File: src/design/tmr_pkg.sv
`timescale 1ns / 1ps
// ----------------------------------------------------------------------------
// tmr_pkg
// Types and codes shared by the trap message ring with keyed take.
// ----------------------------------------------------------------------------
package tmr_pkg;

  localparam logic [1:0] ACT_POST     = 2'd0;
  localparam logic [1:0] ACT_TAKE_OLD = 2'd1;
  localparam logic [1:0] ACT_TAKE_KEY = 2'd2;

  localparam logic [1:0] ST_OK      = 2'd0;
  localparam logic [1:0] ST_FULL    = 2'd1;
  localparam logic [1:0] ST_NONE    = 2'd2;
  localparam logic [1:0] ST_ZERO_ID = 2'd3;

  typedef struct packed {
    logic [1:0]  action;
    logic [31:0] thread_id;
    logic [31:0] trap_address;
  } tmr_in_t;

  typedef struct packed {
    logic [1:0]  status;
    logic [31:0] out_thread_id;
    logic [31:0] out_address;
  } tmr_out_t;

  typedef struct packed {
    logic [31:0] thread;
    logic [31:0] address;
  } tmr_slot_t;

  typedef enum logic [2:0] {
    FSM_CLEAR,
    FSM_IDLE,
    FSM_POST,
    FSM_SCAN,
    FSM_FINISH
  } tmr_state_t;

endpackage

File: src/design/trap_message_ring_keyed_take.sv
`timescale 1ns / 1ps
// ----------------------------------------------------------------------------
// trap_message_ring_keyed_take
// Ring of trap messages in one synchronous memory, with post, take-oldest
// and take-by-thread driven by a small read-modify-write sequencer.
// ----------------------------------------------------------------------------
// post: passes the POST and FINISH states to the result register, no-access item goes straight to FINISH
// take: scans up to DEPTH slots in the SCAN state, one slot of the ring checked per cycle
// throughput: one item at a time, next transfer the cycle after result is loaded
// reset: clearing pass over the slot memory, no transfer taken then
// pointers, live count and result valid are cleared by reset
// ----------------------------------------------------------------------------
module trap_message_ring_keyed_take #(
  parameter int DEPTH = 64
) (
  input  logic              clk,
  input  logic              rst_n,
  input  logic              in_valid,
  output logic              in_stall,
  input  tmr_pkg::tmr_in_t  in_data,
  output logic              out_valid,
  input  logic              out_stall,
  output tmr_pkg::tmr_out_t out_data
);
  import tmr_pkg::*;

  localparam int AW = (DEPTH > 1) ? $clog2(DEPTH) : 1;
  localparam int LW = $clog2(DEPTH + 1);

  function automatic logic [AW-1:0] ring_next(input logic [AW-1:0] p);
    return (p == AW'(DEPTH - 1)) ? '0 : p + 1'b1;
  endfunction

  tmr_slot_t mem [DEPTH];
  tmr_slot_t rd_data_r;

  logic            mem_we, mem_re;
  logic [AW-1:0]   mem_waddr, mem_raddr;
  tmr_slot_t       mem_wdata;

  tmr_state_t      state_r, state_nxt;
  logic [AW-1:0]   clr_r, clr_nxt;
  logic [AW-1:0]   wp_r, wp_nxt;
  logic [AW-1:0]   rp_r, rp_nxt;
  logic [LW-1:0]   live_r, live_nxt;
  logic [AW-1:0]   iss_r, iss_nxt;
  logic [AW-1:0]   chk_r, chk_nxt;
  logic [AW-1:0]   chk_n_r, chk_n_nxt;
  logic [31:0]     key_r, key_nxt;
  logic [31:0]     addr_r, addr_nxt;
  logic            keyed_r, keyed_nxt;
  tmr_out_t        res_r, res_nxt;
  logic            out_valid_r, out_valid_nxt;
  tmr_out_t        out_data_r, out_data_nxt;

  logic            out_free;
  logic            hit;
  logic            last_slot;

  always_ff @(posedge clk) begin
    if (mem_we) begin
      mem[mem_waddr] <= mem_wdata;
    end
    if (mem_re) begin
      rd_data_r <= mem[mem_raddr];
    end
  end

  assign out_free  = !out_valid_r || !out_stall;
  assign hit       = keyed_r ? (rd_data_r.thread == key_r) : (rd_data_r.thread != '0);
  assign last_slot = (chk_n_r == AW'(DEPTH - 1)) || (keyed_r && (ring_next(chk_r) == wp_r));

  always_comb begin
    state_nxt     = state_r;
    clr_nxt       = clr_r;
    wp_nxt        = wp_r;
    rp_nxt        = rp_r;
    live_nxt      = live_r;
    iss_nxt       = iss_r;
    chk_nxt       = chk_r;
    chk_n_nxt     = chk_n_r;
    key_nxt       = key_r;
    addr_nxt      = addr_r;
    keyed_nxt     = keyed_r;
    res_nxt       = res_r;
    out_valid_nxt = out_valid_r;
    out_data_nxt  = out_data_r;
    mem_we        = 1'b0;
    mem_waddr     = clr_r;
    mem_wdata     = '0;
    mem_re        = 1'b0;
    mem_raddr     = rp_r;
    in_stall      = (state_r != FSM_IDLE);

    if (out_valid_r && !out_stall) begin
      out_valid_nxt = 1'b0;
    end

    case (state_r)
      FSM_CLEAR: begin
        mem_we    = 1'b1;
        mem_waddr = clr_r;
        if (clr_r == AW'(DEPTH - 1)) begin
          state_nxt = FSM_IDLE;
        end else begin
          clr_nxt = clr_r + 1'b1;
        end
      end
      FSM_IDLE: begin
        if (in_valid) begin
          res_nxt   = '{status: ST_NONE, out_thread_id: '0, out_address: '0};
          key_nxt   = in_data.thread_id;
          addr_nxt  = in_data.trap_address;
          state_nxt = FSM_FINISH;
          case (in_data.action)
            ACT_POST: begin
              if (in_data.thread_id == '0) begin
                res_nxt.status = ST_ZERO_ID;
              end else begin
                mem_re    = 1'b1;
                mem_raddr = wp_r;
                state_nxt = FSM_POST;
              end
            end
            ACT_TAKE_OLD, ACT_TAKE_KEY: begin
              if (live_r != '0) begin
                keyed_nxt = (in_data.action == ACT_TAKE_KEY) && (in_data.thread_id != '0);
                mem_re    = 1'b1;
                mem_raddr = rp_r;
                iss_nxt   = ring_next(rp_r);
                chk_nxt   = rp_r;
                chk_n_nxt = '0;
                state_nxt = FSM_SCAN;
              end
            end
            default: begin
              res_nxt.status = ST_NONE;
            end
          endcase
        end
      end
      FSM_POST: begin
        if ((live_r == LW'(DEPTH)) || (rd_data_r.thread != '0)) begin
          res_nxt.status = ST_FULL;
        end else begin
          mem_we         = 1'b1;
          mem_waddr      = wp_r;
          mem_wdata      = '{thread: key_r, address: addr_r};
          wp_nxt         = ring_next(wp_r);
          live_nxt       = live_r + 1'b1;
          res_nxt.status = ST_OK;
        end
        state_nxt = FSM_FINISH;
      end
      FSM_SCAN: begin
        mem_re    = 1'b1;
        mem_raddr = iss_r;
        iss_nxt   = ring_next(iss_r);
        chk_nxt   = iss_r;
        chk_n_nxt = chk_n_r + 1'b1;
        if (hit) begin
          mem_we    = 1'b1;
          mem_waddr = chk_r;
          mem_wdata = '0;
          live_nxt  = live_r - 1'b1;
          res_nxt   = '{status: ST_OK, out_thread_id: rd_data_r.thread,
                        out_address: rd_data_r.address};
          if (!keyed_r || (chk_r == rp_r)) begin
            rp_nxt = ring_next(chk_r);
          end
          state_nxt = FSM_FINISH;
        end else if (last_slot) begin
          res_nxt   = '{status: ST_NONE, out_thread_id: '0, out_address: '0};
          state_nxt = FSM_FINISH;
        end
      end
      FSM_FINISH: begin
        if (out_free) begin
          out_valid_nxt = 1'b1;
          out_data_nxt  = res_r;
          state_nxt     = FSM_IDLE;
        end
      end
      default: begin
        state_nxt = FSM_IDLE;
      end
    endcase
  end

  always_ff @(posedge clk) begin
    if (!rst_n) begin
      state_r     <= FSM_CLEAR;
      clr_r       <= '0;
      wp_r        <= '0;
      rp_r        <= '0;
      live_r      <= '0;
      out_valid_r <= 1'b0;
    end else begin
      state_r     <= state_nxt;
      clr_r       <= clr_nxt;
      wp_r        <= wp_nxt;
      rp_r        <= rp_nxt;
      live_r      <= live_nxt;
      out_valid_r <= out_valid_nxt;
    end
    iss_r      <= iss_nxt;
    chk_r      <= chk_nxt;
    chk_n_r    <= chk_n_nxt;
    key_r      <= key_nxt;
    addr_r     <= addr_nxt;
    keyed_r    <= keyed_nxt;
    res_r      <= res_nxt;
    out_data_r <= out_data_nxt;
  end

  assign out_valid = out_valid_r;
  assign out_data  = out_data_r;

  a_live_bound: assert property (@(posedge clk) disable iff (!rst_n)
    live_r <= LW'(DEPTH))
    else $error("live count above ring depth");

  a_result_from_finish: assert property (@(posedge clk) disable iff (!rst_n)
    $rose(out_valid_r) |-> $past(state_r) == FSM_FINISH)
    else $error("result loaded outside finish");

  a_refused_zero_data: assert property (@(posedge clk) disable iff (!rst_n)
    out_valid_r && (out_data_r.status != ST_OK) |->
      (out_data_r.out_thread_id == '0) && (out_data_r.out_address == '0))
    else $error("refused result carries data");

  a_live_moves_on_access: assert property (@(posedge clk) disable iff (!rst_n)
    $past(rst_n) && (live_r != $past(live_r)) |->
      ($past(state_r) == FSM_POST) || ($past(state_r) == FSM_SCAN))
    else $error("live count changed outside post or scan");

  a_no_transfer_in_clear: assert property (@(posedge clk) disable iff (!rst_n)
    (state_r == FSM_CLEAR) |=> (state_r == FSM_CLEAR) || (state_r == FSM_IDLE))
    else $error("clearing pass left early");

endmodule

File: config.mk
export PLATFORM = sky130hd
export DESIGN_NAME = trap_message_ring_keyed_take
export DESIGN_NICKNAME = d
export VERILOG_FILES = /design/src/design/tmr_pkg.sv /design/src/design/trap_message_ring_keyed_take.sv
export SDC_FILE = /design/constraint.sdc
export NUM_CORES = 2
export LEC_CHECK = 0
export BUFFER_PORTS_ARGS = -buffer_cell sky130_fd_sc_hd__buf_2
export CORE_ASPECT_RATIO = 1.25
export CORE_MARGIN = 2
export CORE_UTILIZATION = 50
export DETAILED_ROUTE_END_ITERATION = 8
export GPL_TIMING_DRIVEN = 0
export PLACE_DENSITY = 0.66
export SLEW_MARGIN = 30
export SYNTH_ARGS = -nofsm -noshare
export SYNTH_HDL_FRONTEND = slang
export SYNTH_SLANG_ARGS = --single-unit
File: constraint.sdc
create_clock -name clk -period 11.3 [get_ports clk]
set_input_delay 2.26 -clock clk [delete_from_list [all_inputs] [get_ports clk]]
set_output_delay 2.26 -clock clk [all_outputs]
set_load 0.01 [all_outputs]
==> flow_summary.ini <==
[outcome]
status = finished, final reports clean

[logic_synthesis]
synth_mux_area_frac = 0.0839
synth_fp_nets = 10300
synth-edff-count = 4375
synth_top_flop_cell = edfxtp_1
yosys.area_share.simple = 0.0593
synth_cell_types = 66
syn_area_mm2 = 0.170
netlist_top_cells_area = edfxtp_1 77%, mux2i_1 4.2%, nand2_1 3.4%, mux2_2 3.4%, o22ai_1 1.6%
ys_seq_area_frac = 0.776
synthXorXnorAreaFrac = 0.00350
synth_top_family_by_area = multiplexers
syn_avg_cell_area_um2 = 16.6
async_flop_share = 0
synth_top_area_frac = 0.773
synth_common_cells = 4375 x edfxtp_1, 1553 x nand2_1, 707 x mux2i_1, 510 x mux2_2, 447 x o22ai_1
synth_warnings = 0
yosysMostFrequentCell = edfxtp_1
synth_compound_area_frac = 0.0609
synth_adder_area_share = 0.00115
synthCells = 10300
ys_ff_latch = 4404
yosys.area.top_type = edfxtp_1

[route]
totalWireLength_mm = 491
avgViaCountPerCell = 6.16
ant_nets = 0
drc_errors = 0
post_drt_wl_per_cell_um = 30.8
dr.pass1.iters = 9
num_vias = 98200
drt_iter0_markers = 11800

[sta]
rsz0062_at_grt = no
finalSetupViolCount = 0
slew_headroom = 0.250
hold_viol = 0
worst_pin_slew_ns = 1.12
worst_slack_ns = 3.00
tns_ns = 0
fmax_ghz = 0.120
period_share = 0.735
fin_crit_ns = 8.30
final_max_slew_viol_count = 0
clock_skew_ns = 0.0724

[hold_path]
hold_path_class = register to register

[critical_path]
cp_max_fo = 10
end_kind = register
crit_path_start_kind = input port
critical_path_class = input port to register
crit_required_ns = 11.87
worstPathArrival_ns = 8.87

[clocking]
cts_buffers = 405
cts.path.max_buffers = 4
clk_latency_ns = 0.96
path_clk_slew_ns = 0.06
post_cts_resized = 0
postCtsSetupBuffers = 0
cts_tree = done
cts.sinks = 4404
cts_max_level = 5
hold_buffers = 0
cts-root-buf = clkbuf_16

[floorplanning]
core.rowCount = 239
core_area_mm2 = 0.339
start_util = 0.502
dieArea_mm2 = 0.345
die_x_um = 526
ios = 138
die_h_um = 656

[place]
dp_hpwl_mm = 351
io_buffers = 137
place_area_mm2 = 0.185
dpl_worst_slack_ns = 2.36
gp_congestion = 0.920

[power_and_ir_drop]
powerDensity_mw_per_mm2 = 161
p_leak_nw = 71.4
worst_ir_drop_vdd_mv = 0.114

[global_route]
grt_max_degree = 65
grt_overflow = 0
track_usage = 0.278
antenna_found_initial = 33
grt_pass1_vias = 98400
grt_pass1_wl_mm = 690

[layout]
syn_to_final_growth_pct = 16.9
n_fill_cell = 24600
layout-drive-gt1-share = 0.179
multi_input_area_mm2 = 0.0367
fin_area_mm2 = 0.199
regArea_mm2 = 0.132
final_nets = 11200
post-route-util = 0.587

[job]
max_cap_violations = 0
## worst max-delay path, cell delays in order
cell       delay, ns
buf_2           0.11
nor4_1          0.36
nand4_1         0.49
o2111ai_1       0.44
o211a_1         0.19
buf_2           0.61
buf_2           0.68
buf_2           0.90
nand2_1         0.75
clkbuf_1        0.44
o22ai_1         0.32
o41ai_2         0.10
buf_2           0.23
nor4_1          0.91
## path summary, 6_finish.rpt
| path | end | cells after the start | startpoint | slack (ns) |
|---|---|---|---|---|
| hold / removal | out_data[53] | 0 | res_r[53] | 0.42 |
| setup reg to reg | rd_data_r[25] | 15 | state_r[0] | 4.30 |
| setup / recovery | rd_data_r[25] | 14 | in_data[57] | 3.00 |
| hold reg to reg | out_data[53] | 0 | res_r[53] | 0.42 |
## where the power goes
| part | internal, W | switching [W] |
|---|---|---|
| clock network | 0.00798 | 0.00597 |
| registers | 0.0178 | 0.0000198 |
| logic | 0.000113 | 0.000194 |
## layer usage
layer | vias to the layer above | share of wire | track usage
met5 | - | 0.00022 | 0
met4 | 16 | 0.057 | 0.136
met3 | 1117 | 0.089 | 0.0520
met2 | 5085 | 0.50 | 0.485
met1 | 50000 | 0.35 | 0.330
li1 | 42000 | - | -
## registers in the layout (all words and copies together), names as in the netlist
register / cells
rd_data_r: 64
live_r: 7
state_r: 3
out_data: 66
out_valid: 1
clr_r: 6
addr_r: 32
keyed_r: 1
mem: 4096
wp_r: 6
chk_n_r: 6
res_r: 66
iss_r: 6
chk_r: 6
rp_r: 6
key_r: 32
## stage by stage
stage                     hold WS (ns)  power, W  std cells
after CTS                        0.418    0.0321      15900
final                            0.418    0.0321      15900
after global routing             0.429    0.0327      15900
after detailed placement         0.405    0.0185      15200
after global placement           0.404    0.0184      14900
after floorplan                  0.400    0.0183      10300
## area by class of cell
| cell class | count | area share |
|---|---|---|
| Multi-Input combinational cell | 5224 | 0.185 |
| Tap cell | 4458 | 0.0281 |
| Clock inverter | 272 | 0.0144 |
| Sequential cell | 4404 | 0.664 |
| Antenna cell | 10 | 0.000126 |
| Inverter | 17 | 0.000321 |
| Timing Repair Buffer | 477 | 0.0431 |
| Clock buffer | 468 | 0.0528 |
| Buffer | 615 | 0.0128 |
## cell usage in the layout (no fill, tap or decap), types with 66 or more instances in the layout
cell type,instances
nor2_4,68
nand2_1,1550
a32oi_1,128
clkinv_1,92
mux2i_1,707
mux2_2,510
nand3_1,214
clkbuf_1,436
a21oi_1,212
o21ai_0,334
clkbuf_16,411
nand4_1,75
a31oi_1,128
clkinv_2,84
buf_2,313
nor4_1,78
edfxtp_1,4375
and2_1,66
a32o_1,127
o22ai_1,447
buf_16,236
## logic make-up after synthesis
kind of cell / Yosys count
AO/OA/AOI/OAI: 1564
multiplexers: 1281
buffers and inverters: 632
adder cells (fa/ha/maj): 15
XOR/XNOR: 68
AND/OR/NAND/NOR: 2296
flip-flops: 4404
No activity file was read; power rests on OpenSTA's default activity.
